$ cat src/hdl/mlr_pkg.sv
// shared constants and control/status types for the midpoint line rasterizer
`timescale 1ns / 1ps
package mlr_pkg;

  // geometry limits
  localparam int COORD_BITS = 10;
  localparam int START_W    = COORD_BITS;
  localparam int END_W      = COORD_BITS + 1;
  localparam int PIX_W      = 11;
  localparam int MAX_DELTA  = 64;
  localparam int DELTA_W    = $clog2(MAX_DELTA + 1);
  localparam int DEC_W      = DELTA_W + 2;
  localparam int DIFF_W     = END_W + 1;

  // controller states
  typedef enum logic {
    ST_IDLE,
    ST_RUN
  } state_t;

  // commands from controller to datapath
  typedef struct packed {
    logic load;
    logic step;
  } cmd_t;

  // status from datapath to controller
  typedef struct packed {
    logic zero_len;
    logic last_step;
    logic out_free;
  } status_t;

endpackage

$ cat src/hdl/mlr_ctrl.sv
// controller state machine: sequences the load and per-pixel steps
`timescale 1ns / 1ps
module mlr_ctrl (
  input  logic             clk,
  input  logic             rst,
  input  logic             in_valid,
  output logic             in_stall,
  input  mlr_pkg::status_t status,
  output mlr_pkg::cmd_t    cmd
);

  mlr_pkg::state_t state;
  mlr_pkg::state_t state_next;

  // state register
  always_ff @(posedge clk) begin
    if (rst) begin
      state <= mlr_pkg::ST_IDLE;
    end else begin
      state <= state_next;
    end
  end

  // next state
  always_comb begin
    state_next = state;
    case (state)
      mlr_pkg::ST_IDLE: begin
        if (in_valid && !status.zero_len) begin
          state_next = mlr_pkg::ST_RUN;
        end
      end
      mlr_pkg::ST_RUN: begin
        if (status.out_free && status.last_step) begin
          state_next = mlr_pkg::ST_IDLE;
        end
      end
      default: state_next = mlr_pkg::ST_IDLE;
    endcase
  end

  // outputs
  always_comb begin
    in_stall = 1'b1;
    cmd.load = 1'b0;
    cmd.step = 1'b0;
    case (state)
      mlr_pkg::ST_IDLE: begin
        in_stall = 1'b0;
        cmd.load = in_valid;
      end
      mlr_pkg::ST_RUN: begin
        cmd.step = status.out_free;
      end
      default: begin
        in_stall = 1'b1;
      end
    endcase
  end

endmodule

$ cat src/hdl/mlr_dp.sv
// datapath: delta clamping, decision update, pixel counters and output register
`timescale 1ns / 1ps
module mlr_dp (
  input  logic                        clk,
  input  logic                        rst,
  input  logic [mlr_pkg::START_W-1:0] start_x,
  input  logic [mlr_pkg::START_W-1:0] start_y,
  input  logic [mlr_pkg::END_W-1:0]   end_x,
  input  logic [mlr_pkg::END_W-1:0]   end_y,
  input  mlr_pkg::cmd_t               cmd,
  output mlr_pkg::status_t            status,
  output logic                        out_valid,
  input  logic                        out_stall,
  output logic [mlr_pkg::PIX_W-1:0]   pixel_x,
  output logic [mlr_pkg::PIX_W-1:0]   pixel_y,
  output logic                        last_pixel
);

  logic [mlr_pkg::PIX_W-1:0]          cur_x;
  logic [mlr_pkg::PIX_W-1:0]          cur_y;
  logic signed [mlr_pkg::DEC_W-1:0]   decision;
  logic signed [mlr_pkg::DEC_W-1:0]   add_minor;
  logic signed [mlr_pkg::DEC_W-1:0]   add_both;
  logic [mlr_pkg::DELTA_W-1:0]        steps_left;
  logic                               steep_mode;

  logic signed [mlr_pkg::DIFF_W-1:0]  diff_x;
  logic signed [mlr_pkg::DIFF_W-1:0]  diff_y;
  logic [mlr_pkg::DELTA_W-1:0]        dx;
  logic [mlr_pkg::DELTA_W-1:0]        dy;
  logic [mlr_pkg::DELTA_W-1:0]        major;
  logic [mlr_pkg::DELTA_W-1:0]        minor;
  logic                               steep_in;

  // saturated deltas of the incoming beat
  always_comb begin
    diff_x = $signed({1'b0, end_x}) - $signed({2'b00, start_x});
    diff_y = $signed({1'b0, end_y}) - $signed({2'b00, start_y});
    if (diff_x <= 0) begin
      dx = '0;
    end else if (diff_x > mlr_pkg::DIFF_W'(mlr_pkg::MAX_DELTA)) begin
      dx = mlr_pkg::DELTA_W'(mlr_pkg::MAX_DELTA);
    end else begin
      dx = diff_x[mlr_pkg::DELTA_W-1:0];
    end
    if (diff_y <= 0) begin
      dy = '0;
    end else if (diff_y > mlr_pkg::DIFF_W'(mlr_pkg::MAX_DELTA)) begin
      dy = mlr_pkg::DELTA_W'(mlr_pkg::MAX_DELTA);
    end else begin
      dy = diff_y[mlr_pkg::DELTA_W-1:0];
    end
    steep_in = !(dy < dx);
    major    = steep_in ? dy : dx;
    minor    = steep_in ? dx : dy;
  end

  // status toward the controller
  always_comb begin
    status.zero_len  = (major == '0);
    status.last_step = (steps_left == mlr_pkg::DELTA_W'(1));
    status.out_free  = !out_valid || !out_stall;
  end

  // line state: load on accept, one midpoint step per pixel
  always_ff @(posedge clk) begin
    if (rst) begin
      cur_x      <= '0;
      cur_y      <= '0;
      decision   <= '0;
      add_minor  <= '0;
      add_both   <= '0;
      steps_left <= '0;
      steep_mode <= 1'b0;
    end else if (cmd.load) begin
      cur_x      <= {1'b0, start_x};
      cur_y      <= {1'b0, start_y};
      steep_mode <= steep_in;
      steps_left <= major;
      decision   <= $signed({2'b00, minor}) - $signed({3'b000, major[mlr_pkg::DELTA_W-1:1]});
      add_minor  <= $signed({2'b00, minor});
      add_both   <= $signed({2'b00, minor}) - $signed({2'b00, major});
    end else if (cmd.step) begin
      steps_left <= steps_left - 1'b1;
      if (decision < 0) begin
        decision <= decision + add_minor;
      end else begin
        decision <= decision + add_both;
      end
      if (steep_mode) begin
        cur_y <= cur_y + 1'b1;
        if (decision >= 0) begin
          cur_x <= cur_x + 1'b1;
        end
      end else begin
        cur_x <= cur_x + 1'b1;
        if (decision >= 0) begin
          cur_y <= cur_y + 1'b1;
        end
      end
    end
  end

  // output beat register: holds the pixel after the step update
  always_ff @(posedge clk) begin
    if (rst) begin
      out_valid <= 1'b0;
    end else if (cmd.step) begin
      out_valid <= 1'b1;
    end else if (!out_stall) begin
      out_valid <= 1'b0;
    end
  end

  always_ff @(posedge clk) begin
    if (cmd.step) begin
      last_pixel <= (steps_left == mlr_pkg::DELTA_W'(1));
      if (steep_mode) begin
        pixel_y <= cur_y + 1'b1;
        pixel_x <= (decision >= 0) ? cur_x + 1'b1 : cur_x;
      end else begin
        pixel_x <= cur_x + 1'b1;
        pixel_y <= (decision >= 0) ? cur_y + 1'b1 : cur_y;
      end
    end
  end

endmodule

$ cat src/hdl/midpoint_line_rasterizer_top.sv
// Midpoint line rasterizer, first quadrant, one pixel beat per cycle unless the output stalls.
// An accepted line is loaded into the datapath and input stalls until its last step.
// A line of N steps (N = larger clamped delta, up to 64) emits N pixel beats; the step
// loop in the datapath registers one pixel beat per cycle unless stalled.
// A zero-length line is accepted and emits nothing.
// Reset (rst, synchronous, active high) returns the controller to idle and drops out_valid.
`timescale 1ns / 1ps
module midpoint_line_rasterizer_top (
  input  logic                        clk,
  input  logic                        rst,
  input  logic                        in_valid,
  output logic                        in_stall,
  input  logic [mlr_pkg::START_W-1:0] start_x,
  input  logic [mlr_pkg::START_W-1:0] start_y,
  input  logic [mlr_pkg::END_W-1:0]   end_x,
  input  logic [mlr_pkg::END_W-1:0]   end_y,
  output logic                        out_valid,
  input  logic                        out_stall,
  output logic [mlr_pkg::PIX_W-1:0]   pixel_x,
  output logic [mlr_pkg::PIX_W-1:0]   pixel_y,
  output logic                        last_pixel
);

  mlr_pkg::cmd_t    cmd;
  mlr_pkg::status_t status;

  // sequencing
  mlr_ctrl u_ctrl (
    .clk      (clk),
    .rst      (rst),
    .in_valid (in_valid),
    .in_stall (in_stall),
    .status   (status),
    .cmd      (cmd)
  );

  // arithmetic and output beat
  mlr_dp u_dp (
    .clk        (clk),
    .rst        (rst),
    .start_x    (start_x),
    .start_y    (start_y),
    .end_x      (end_x),
    .end_y      (end_y),
    .cmd        (cmd),
    .status     (status),
    .out_valid  (out_valid),
    .out_stall  (out_stall),
    .pixel_x    (pixel_x),
    .pixel_y    (pixel_y),
    .last_pixel (last_pixel)
  );

endmodule
$ cat config.mk
export PLATFORM = sky130hd
export DESIGN_NAME = midpoint_line_rasterizer_top
export DESIGN_NICKNAME = d
export VERILOG_FILES = /design/src/hdl/mlr_pkg.sv /design/src/hdl/mlr_ctrl.sv /design/src/hdl/mlr_dp.sv /design/src/hdl/midpoint_line_rasterizer_top.sv
export SDC_FILE = /design/constraint.sdc
export NUM_CORES = 1
export LEC_CHECK = 0
export BUFFER_PORTS_ARGS = -buffer_cell sky130_fd_sc_hd__buf_2
export CORE_MARGIN = 4
export CORE_UTILIZATION = 30
export CTS_BUF_LIST = sky130_fd_sc_hd__clkbuf_16
export DETAILED_ROUTE_END_ITERATION = 6
export HOLD_SLACK_MARGIN = 0.02
export PLACE_DENSITY = 0.53
export SYNTH_ARGS = -nofsm -noshare
export SYNTH_HDL_FRONTEND = slang
export SYNTH_SLANG_ARGS = --single-unit
$ cat constraint.sdc
create_clock -name clk -period 17.7 [get_ports clk]
set_clock_uncertainty 0.05 [all_clocks]
set_input_delay 2.655 -clock clk [delete_from_list [all_inputs] [get_ports clk]]
set_output_delay 2.655 -clock clk [all_outputs]
set_load 0.02 [all_outputs]
==> results of run 1 <==
[worst reg2reg max path, stage by stage (launching register included)]
cell	delay, ns
dfxtp_1	0.69
mux2_2	0.41
ha_1	0.21
inv_1	0.07
fa_1	0.18
nor2b_1	0.06
o21ai_0	0.17
nand2b_1	0.12
a21o_1	0.20
a21oi_1	0.22
o21bai_1	0.10
a21oi_1	0.18
xor2_1	0.15
o21ai_0	0.08
a211oi_1	0.23
[state kept, by name, indices dropped and copies added (netlist names)]
register	count
u_dp.steps_left	7
u_dp.out_valid	1
u_dp.cur_y	11
u_dp.cur_x	11
u_ctrl.state	1
u_dp.steep_mode	1
u_dp.pixel_x	11
u_dp.add_minor	7
u_dp.decision	9
u_dp.last_pixel	1
u_dp.add_both	8
u_dp.pixel_y	11
[layout make-up]
class	instances	area (um^2)
clock buffers	9	225
clock inverters	7	65.1
fillers	2064	12700
inverters	43	161
multi-input cells	579	3990
flip-flops and latches	79	1810
well taps	265	332
repair buffers	76	395
[logic make-up (layout without fill, tap and decap cells)]
| group | Yosys count | in the layout | share of synthesized area |
|---|---|---|---|
| fa+ha+maj | 49 | 49 | 0.105 |
| compound gates | 208 | 208 | 0.236 |
| simple gates | 254 | 254 | 0.204 |
| buf+inv | 79 | 135 | 0.0505 |
| mux | 23 | 23 | 0.0406 |
| xor+xnor | 45 | 45 | 0.0659 |
| flops | 79 | 79 | 0.297 |
[through the flow]
stage,power (mW),setup slack [ns]
floorplan,0.405,9.01
global placement,0.467,8.64
detailed placement,0.466,8.51
CTS,0.657,8.85
global route,0.694,8.17
finish,0.652,8.80
[power breakdown]
part           switching (mW)  leakage, nW  internal, mW
registers              0.0182        0.676         0.213
logic                   0.142         2.09        0.0893
clock network          0.0805        0.148         0.108
total                   0.241         2.91         0.411
[final timing paths]
kind              slack [ns]          endpoint             start  cells after the start
setup / recovery        8.80  u_dp.decision[6]          end_y[0]                     30
hold / removal          0.40  u_dp.add_both[2]  u_dp.add_both[2]                      2
setup reg to reg       14.49  u_dp.decision[8]  u_dp.decision[8]                     14
hold reg to reg         0.40  u_dp.add_both[2]  u_dp.add_both[2]                      2
[cells in the mapped netlist, types with 3 or more instances]
cell type / instances
nor2_1: 70
nand3_1: 28
nand4_1: 3
xnor2_1: 25
a221oi_1: 4
and2_1: 3
nor3b_1: 4
a211oi_1: 16
or3_1: 6
a222oi_1: 10
xor2_1: 19
mux2i_1: 12
o31ai_1: 3
nand2b_1: 7
a21o_1: 23
buf_2: 3
and4_1: 4
o21ai_0: 46
o21a_1: 4
a2bb2oi_1: 4
ha_1: 45
edfxtp_1: 23
o211ai_1: 11
clkbuf_1: 28
a22oi_1: 5
nand3b_1: 5
and3_1: 11
dfxtp_1: 56
nor2b_1: 13
a21oi_1: 48
mux2_2: 10
a31oi_1: 5
o2111ai_1: 3
inv_1: 43
nor3_1: 23
buf_1: 4
a211o_1: 3
fa_1: 4
nand2_1: 62
[per-layer routing]
metal | vias up | global-route usage | part of all wire
met5 | - | 0 | 0
met4 | 0 | 0.0462 | 0.016
met2 | 94 | 0.247 | 0.46
li1 | 2799 | - | -
met1 | 2560 | 0.208 | 0.48
met3 | 21 | 0.0253 | 0.040
==> results.sh, run 1 <==
export IMPL_crit_family="compound AO/OA/AOI/OAI gates"
export IMPL_antenna_cells=0
export IMPL_synth_edf_count=23
export IMPL_gr_total_overflow=0
export IMPL_maxCapViolCount=0
export IMPL_clk_pin_slew_ns=0.06
export IMPL_start_util=0.309
export IMPL_layout_min_cycle_time_ns=8.90
export IMPL_timing_hold_ws_ns=0.401
export IMPL_fin_nets=883
export IMPL_antenna_found_initial=0
export IMPL_dominantRegCellSynth="dfxtp_1"
export IMPL_routed_via_density=5.17
export IMPL_slew_viol_final=0
export IMPL_status="complete, no violations"
export IMPL_postCtsHoldBufs=0
export IMPL_final_cell_mix="nor2_1 (70), buf_2 (70), nand2_1 (62)"
export IMPL_hp_class="reg -> reg"
export IMPL_tightest_slew_ns=0.984
export IMPL_io_pins=71
export IMPL_cp_max_fo=28
export IMPL_relSlewSlack=0.341
export IMPL_die_h_um=151
export IMPL_synth_avg_cell_area_um2=8.27
export IMPL_drive_gt1_frac=0.145
export IMPL_syn_inst=737
export IMPL_postCtsSetupBuffers=0
export IMPL_cts_resized=0
export IMPL_drtAntennaViolNets=0
export IMPL_post_route_drc_count=0
export IMPL_cts_root_buf="clkbuf_16"
export IMPL_numCtsBuffers=9
export IMPL_synthesis_nets=832
export IMPL_endpoint_kind="register"
export IMPL_setup_tns_final_ns=0
export IMPL_rows=51
export IMPL_ys_seq_area_frac=0.297
export IMPL_crit_path_top_delay_cell="or3b_2"
export IMPL_ys_types=70
export IMPL_critPathRequiredTime_ns=17.89
export IMPL_ys_warn_count=0
export IMPL_area_growth_pct=14.4
export IMPL_chipWidth_um=151
export IMPL_drt_total_wl_um=17200
export IMPL_place_congestion=0.844
export IMPL_netlist_area_um2=6100
export IMPL_cp_buffers_inverters=6
export IMPL_power_density_nw_per_um2=93.4
export IMPL_cp_arrival_ns=9.08
export IMPL_cts_htree_levels=3
export IMPL_max_stage_delay_ns=0.48
export IMPL_vias=5474
export IMPL_final_core_util=0.354
export IMPL_drt_iter0_drc=454
export IMPL_wl_per_cell_um=16.2
export IMPL_clockBufferDepth=2
export IMPL_crit_type="in -> reg"
export IMPL_clock_fmax_ghz=0.112
export IMPL_dp_cells=1042
export IMPL_fin_crit_sh=0.503
export IMPL_finalSetupViolCount=0
export IMPL_grt_usage=0.152
export IMPL_cp_start_kind="input pin"
export IMPL_cts_tree="done"
export IMPL_drt_pass1_iter_count=5
export IMPL_synth_seq_cells=79
export IMPL_grt_max_degree=64
export IMPL_hold_viol=0
export IMPL_dieArea_um2=22700
export IMPL_placed_cell_area_um2=6690
export IMPL_async_flop_share=0
export IMPL_grt_pass1_wl_um=27000
export IMPL_grt_pass1_vias=5170
export IMPL_core_um2=19700
export IMPL_worstSkewPairLatency_ns=0.35
export IMPL_hpwl_um=12600
export IMPL_synth_top_cell_by_area="dfxtp_1"
export IMPL_io_buffers=70
export IMPL_fin_area_um2=6980
export IMPL_rsz0062_at_grt="no"
export IMPL_synthTopCellsByArea="dfxtp_1 (18%), edfxtp_1 (11%), ha_1 (9.2%)"
export IMPL_peakVddDrop_uv=39.8
export IMPL_yosysTopAreaCellShare=0.184
export IMPL_clock_sinks=79
export IMPL_fin_cells=1058
export IMPL_leakage_nw=2.91
(Power assumes the default switching activity.)
==> run 2, diff against run 1 <==
--- a/config.mk
+++ b/config.mk
@@ -5,13 +5,14 @@
 export SDC_FILE = /design/constraint.sdc
 export NUM_CORES = 1
 export LEC_CHECK = 0
+export ABC_AREA = 1
 export BUFFER_PORTS_ARGS = -buffer_cell sky130_fd_sc_hd__buf_2
 export CORE_MARGIN = 4
 export CORE_UTILIZATION = 30
 export CTS_BUF_LIST = sky130_fd_sc_hd__clkbuf_16
 export DETAILED_ROUTE_END_ITERATION = 6
 export HOLD_SLACK_MARGIN = 0.02
-export PLACE_DENSITY = 0.53
+export PLACE_DENSITY = 0.54
 export SYNTH_ARGS = -nofsm -noshare
 export SYNTH_HDL_FRONTEND = slang
 export SYNTH_SLANG_ARGS = --single-unit
==> constraint.sdc (replaced) <==
create_clock -name clk -period 7.7 [get_ports clk]
set_clock_uncertainty 0.05 [all_clocks]
set_input_delay 1.155 -clock clk [delete_from_list [all_inputs] [get_ports clk]]
set_output_delay 1.155 -clock clk [all_outputs]
set_load 0.02 [all_outputs]
==> results.sh, run 2 <==
export IMPL_status="complete, no violations"
export IMPL_yosysTopAreaCellShare=0.185
export IMPL_postCtsSetupBuffers=0
export IMPL_finalSetupViolCount=0
export IMPL_rr_worst_depth=18
export IMPL_netlist_area_um2=6070
export IMPL_area_growth_pct=15.7
export IMPL_start_util=0.309
export IMPL_dominantRegCellSynth="dfxtp_1"
export IMPL_cts_resized=0
export IMPL_hold_start="u_dp.add_minor[5]"
export IMPL_combPwrFrac=0.399
export IMPL_gr_total_overflow=0
export IMPL_hold_depth=2
export IMPL_maxCapViolCount=0
export IMPL_clockBufferDepth=2
export IMPL_fin_crit_sh=0.772
export IMPL_post_route_drc_count=0
export IMPL_grt_usage=0.155
export IMPL_hp_class="reg -> reg"
export IMPL_n_fill_cell=2147
export IMPL_switching_share=0.405
export IMPL_antenna_found_initial=1
export IMPL_drt_pass1_iter_count=5
export IMPL_io_pins=71
export IMPL_drt_total_wl_um=17100
export IMPL_dieArea_um2=22600
export IMPL_wl_per_cell_um=13.7
export IMPL_synthTopCellsByArea="dfxtp_1 (18%), nand2_1 (15%), edfxtp_1 (11%)"
export IMPL_async_flop_share=0
export IMPL_fin_nets=1067
export IMPL_ys_types=44
export IMPL_dp_cells=1226
export IMPL_rsz0062_at_grt="no"
export IMPL_grt_pass1_wl_um=28300
export IMPL_synth_seq_cells=79
export IMPL_max_stage_delay_ns=0.43
export IMPL_postCtsHoldBufs=0
export IMPL_slew_viol_final=0
export IMPL_numCtsBuffers=9
export IMPL_rows=51
export IMPL_final_common_cell="nand2_1"
export IMPL_power_density_nw_per_um2=239
export IMPL_synth_common_cells="nand2_1 (243), inv_1 (156), nor2_1 (69)"
export IMPL_relSlewSlack=0.448
export IMPL_die_h_um=150
export IMPL_peakVddDrop_uv=104
export IMPL_worstSkewPairLatency_ns=0.34
export IMPL_cts_htree_levels=3
export IMPL_synth_edf_count=23
export IMPL_routed_via_density=4.73
export IMPL_rr_startpoint="u_dp.decision[8]"
export IMPL_crit_start="end_y[0]"
export IMPL_grt_pass1_vias=5660
export IMPL_internal_power_mw=0.999
export IMPL_crit_type="in -> reg"
export IMPL_regToRegEndpoint="u_dp.decision[8]"
export IMPL_cts_tree="done"
export IMPL_leakage_nw=3.48
export IMPL_core_um2=19700
export IMPL_min_to="u_dp.add_minor[5]"
export IMPL_final_cell_mix="nand2_1 (243), inv_1 (156), buf_2 (70)"
export IMPL_cts_root_buf="clkbuf_16"
export IMPL_ys_warn_count=0
export IMPL_drtAntennaViolNets=0
export IMPL_fin_cells=1243
export IMPL_layout_min_cycle_time_ns=5.94
export IMPL_endpoint_kind="register"
export IMPL_grt_max_degree=50
export IMPL_synth_most_common_cell="nand2_1"
export IMPL_place_congestion=0.930
export IMPL_drive_gt1_frac=0.125
export IMPL_r2r_slack_ns=4.68
export IMPL_tightest_slew_ns=0.826
export IMPL_ys_seq_area_frac=0.299
export IMPL_hold_viol=0
export IMPL_synthesis_nets=998
export IMPL_vias=5882
export IMPL_chipWidth_um=150
export IMPL_clock_fmax_ghz=0.168
export IMPL_cpMostUsedCell="nand2_1"
export IMPL_hpwl_um=13600
export IMPL_cp_start_kind="input pin"
export IMPL_cp_arrival_ns=6.16
export IMPL_setup_tns_final_ns=0
export IMPL_p_seq_frac=0.341
export IMPL_io_buffers=70
export IMPL_p_sw_mw=0.681
export IMPL_drt_iter0_drc=431
export IMPL_cp_max_fo=17
export IMPL_critPathRequiredTime_ns=7.91
export IMPL_pwr_share_clk=0.259
export IMPL_clock_sinks=79
export IMPL_syn_inst=903
export IMPL_synth_avg_cell_area_um2=6.72
export IMPL_synth_top_cell_by_area="dfxtp_1"
export IMPL_crit_path_top_delay_cell="fa_1"
export IMPL_clk_pin_slew_ns=0.06
==> run 2: area by class of cell <==
cell class | instances | area, um^2 | area share
Inverter | 163 | 612 | 0.0872
Multi-Input combinational cell | 643 | 3570 | 0.508
Sequential cell | 79 | 1810 | 0.258
Timing Repair Buffer | 76 | 395 | 0.0564
Clock inverter | 7 | 70.1 | 0.00999
Clock buffer | 9 | 225 | 0.0321
Tap cell | 265 | 332 | 0.0473
Antenna cell | 1 | 2.50 | 0.000357
==> run 2: per-stage QoR <==
step                instance area, um^2  hold WS [ns]   util  setup slack (ns)  power, mW
detailed placement                 6720         0.398  0.342              1.47       1.25
finish                             7020         0.419  0.357              1.76       1.68
CTS                                7010         0.415  0.357              1.79       1.69
floorplan                          6070         0.376      -              1.83       1.06
global placement                   6720         0.400  0.342              1.51       1.25
global route                       7020         0.441  0.357              1.28       1.81
==> run 2: metal layers <==
layer,track usage,routed length (um),vias to the layer above,part of all wire
met3,0.0190,874,24,0.051
met1,0.220,8340,2657,0.49
met5,0,0,-,0
met4,0.0476,359,0,0.021
met2,0.248,7490,140,0.44
li1,-,-,3061,-
==> run 2: logic make-up after synthesis <==
family / count (synthesis) / share of synthesized area
XOR/XNOR: 31 / 0.0448
AO/OA/AOI/OAI: 136 / 0.133
flip-flops: 79 / 0.299
AND/OR/NAND/NOR: 427 / 0.304
buffers and inverters: 181 / 0.113
adder cells (fa/ha/maj): 49 / 0.106
==> run 2: worst max-delay path: cells and delay by family <==
kind	cells	cell delay, ns
adders and majority gates	5	1.50
xor gates and xnor gates	2	0.28
buffers and inverters	7	0.72
AOI/OAI and AO/OA	7	0.98
and+or+nand+nor	15	1.51
==> run 2: power groups by stage <==
stage	logic [mW]	registers, mW	clock network, mW
after detailed placement	0.670	0.581	0
after CTS	0.674	0.573	0.444
after global placement	0.668	0.581	0
final	0.671	0.574	0.436
after floorplan	0.453	0.609	0
after global routing	0.767	0.584	0.459
==> run 2: worst max-delay path by stage <==
stage / to / slack, ns / cells after the start
after floorplan: u_dp.decision[6] / 1.83 / 35
after global placement: u_dp.decision[6] / 1.51 / 34
after detailed placement: u_dp.decision[6] / 1.47 / 36
after CTS: u_dp.decision[6] / 1.79 / 36
after global routing: u_dp.decision[5] / 1.28 / 39
final: u_dp.decision[6] / 1.76 / 36
==> run 3, diff against run 2 <==
--- a/config.mk
+++ b/config.mk
@@ -12,7 +12,7 @@
 export CTS_BUF_LIST = sky130_fd_sc_hd__clkbuf_16
 export DETAILED_ROUTE_END_ITERATION = 6
 export HOLD_SLACK_MARGIN = 0.02
-export PLACE_DENSITY = 0.54
+export PLACE_DENSITY = 0.53
 export SYNTH_ARGS = -nofsm -noshare
 export SYNTH_HDL_FRONTEND = slang
 export SYNTH_SLANG_ARGS = --single-unit
==> constraint.sdc (replaced) <==
create_clock -name clk -period 5.6 [get_ports clk]
set_clock_uncertainty 0.05 [all_clocks]
set_input_delay 0.84 -clock clk [delete_from_list [all_inputs] [get_ports clk]]
set_output_delay 0.84 -clock clk [all_outputs]
set_load 0.02 [all_outputs]
==> results.sh, run 3 (synthesis results as in run 2) <==
export IMPL_status="complete, no violations"
export IMPL_setup_tns_final_ns=0
export IMPL_worst_slack_ns=0.470
export IMPL_place_ws_ns=0.0554
export IMPL_hp_class="reg -> reg"
export IMPL_dieArea_um2=22600
export IMPL_antenna_found_initial=2
export IMPL_p_sw_mw=0.934
export IMPL_postCtsHoldBufs=0
export IMPL_die_h_um=150
export IMPL_drt_pass1_iter_count=5
export IMPL_grt_pass1_vias=5686
export IMPL_final_cell_mix="nand2_1 (242), inv_1 (157), buf_2 (70)"
export IMPL_cpMostUsedCell="nand2_1"
export IMPL_cts_root_buf="clkbuf_16"
export IMPL_switching_share=0.403
export IMPL_grt_pass1_wl_um=28500
export IMPL_placed_cell_area_um2=6970
export IMPL_drt_iter0_drc=224
export IMPL_leakage_nw=3.63
export IMPL_ff_latch_area_um2=1810
export IMPL_timing_hold_ws_ns=0.405
export IMPL_cts_htree_levels=3
export IMPL_final_core_util=0.370
export IMPL_fin_cells=1277
export IMPL_vias=5870
export IMPL_worstSkewPairLatency_ns=0.34
export IMPL_place_congestion=0.866
export IMPL_p_seq_frac=0.340
export IMPL_final_common_cell="nand2_1"
export IMPL_cp_start_kind="input pin"
export IMPL_numCtsBuffers=9
export IMPL_grt_usage=0.157
export IMPL_io_buffers=70
export IMPL_fin_total_pwr_mw=2.32
export IMPL_crit_type="in -> reg"
export IMPL_slew_viol_final=0
export IMPL_drtAntennaViolNets=0
export IMPL_tightest_slew_ns=0.939
export IMPL_area_growth_pct=19.9
export IMPL_drive_gt1_frac=0.162
export IMPL_cp_arrival_ns=5.36
export IMPL_cts_tree="done"
export IMPL_internal_power_mw=1.38
export IMPL_multi_input_area_um2=3590
export IMPL_cp_max_fo=9
export IMPL_fin_nets=1101
export IMPL_fin_crit_sh=0.916
export IMPL_endpoint_kind="register"
export IMPL_layout_min_cycle_time_ns=5.13
export IMPL_io_pins=71
export IMPL_combPwrFrac=0.425
export IMPL_max_stage_delay_ns=0.37
export IMPL_finalSetupViolCount=0
export IMPL_gr_total_overflow=0
export IMPL_routed_via_density=4.60
export IMPL_peakVddDrop_uv=166
export IMPL_start_util=0.309
export IMPL_hold_viol=0
export IMPL_crit_path_top_delay_cell="fa_2"
export IMPL_dp_cells=1260
export IMPL_relSlewSlack=0.373
export IMPL_pwr_share_clk=0.235
export IMPL_clock_fmax_ghz=0.195
export IMPL_grt_max_degree=49
export IMPL_postCtsSetupBuffers=0
export IMPL_drt_total_wl_um=17000
export IMPL_rows=51
export IMPL_post_route_drc_count=0
export IMPL_power_density_nw_per_um2=318
export IMPL_clockBufferDepth=2
export IMPL_fin_area_um2=7280
export IMPL_core_um2=19700
export IMPL_chipWidth_um=150
export IMPL_maxCapViolCount=0
export IMPL_wl_per_cell_um=13.3
export IMPL_clock_sinks=79
export IMPL_clk_pin_slew_ns=0.06
export IMPL_hpwl_um=13900
export IMPL_critPathRequiredTime_ns=5.83
export IMPL_n_fill_cell=2160
run 3: cell types whose count changed in the layout (fill, tap and decap cells not counted), moves of 3 or more:
cell / change
clkinvlp_4: +3
nor2_2: +3
nor2_1: -3
buf_4: +34
run 3: critical path: cells and delay by family:
| family | cells | cell delay [ns] |
|---|---|---|
| xor+xnor | 1 | 0.13 |
| buf+inv | 9 | 0.73 |
| fa+ha+maj | 4 | 1.16 |
| simple gates | 20 | 1.88 |
| compound gates | 5 | 0.66 |
run 3: timing repair:
action	4_1_cts	5_1_grt
endpoints found under the setup margin	0	5
gates resized for setup	0	8
endpoints found under the hold margin	0	0
run 3: worst paths after layout:
kind	slack, ns	depth (start not counted)	endpoint	from
worst min-delay path	0.40	2	u_dp.add_both[5]	u_dp.add_both[5]
worst max-delay path	0.47	39	u_dp.decision[5]	end_y[0]
worst min register to register	0.40	2	u_dp.add_both[5]	u_dp.add_both[5]
worst max register to register	2.53	18	u_dp.decision[8]	u_dp.decision[8]
run 3: layout make-up:
type                            instances  share of cell area
Tap cell                              265              0.0456
Sequential cell                        79               0.249
Clock buffer                            9              0.0310
Timing Repair Buffer                  110              0.0894
Multi-Input combinational cell        643               0.494
Clock inverter                          7             0.00671
Antenna cell                            1            0.000344
Inverter                              163              0.0841
run 3: power by group through the flow:
stage                     Sequential, mW  Clock [mW]  Combinational [mW]
after floorplan                    0.838           0               0.622
after global placement             0.801           0               0.977
after detailed placement           0.800           0               0.979
after CTS                          0.789       0.552               0.983
after global routing               0.802       0.581                1.13
final                              0.788       0.544               0.984
run 3: per-layer routing:
metal  global-route usage  wire length [um]
met3               0.0178               540
met5                    0                13
met4               0.0407               263
met1                0.224              8670
met2                0.252              7480
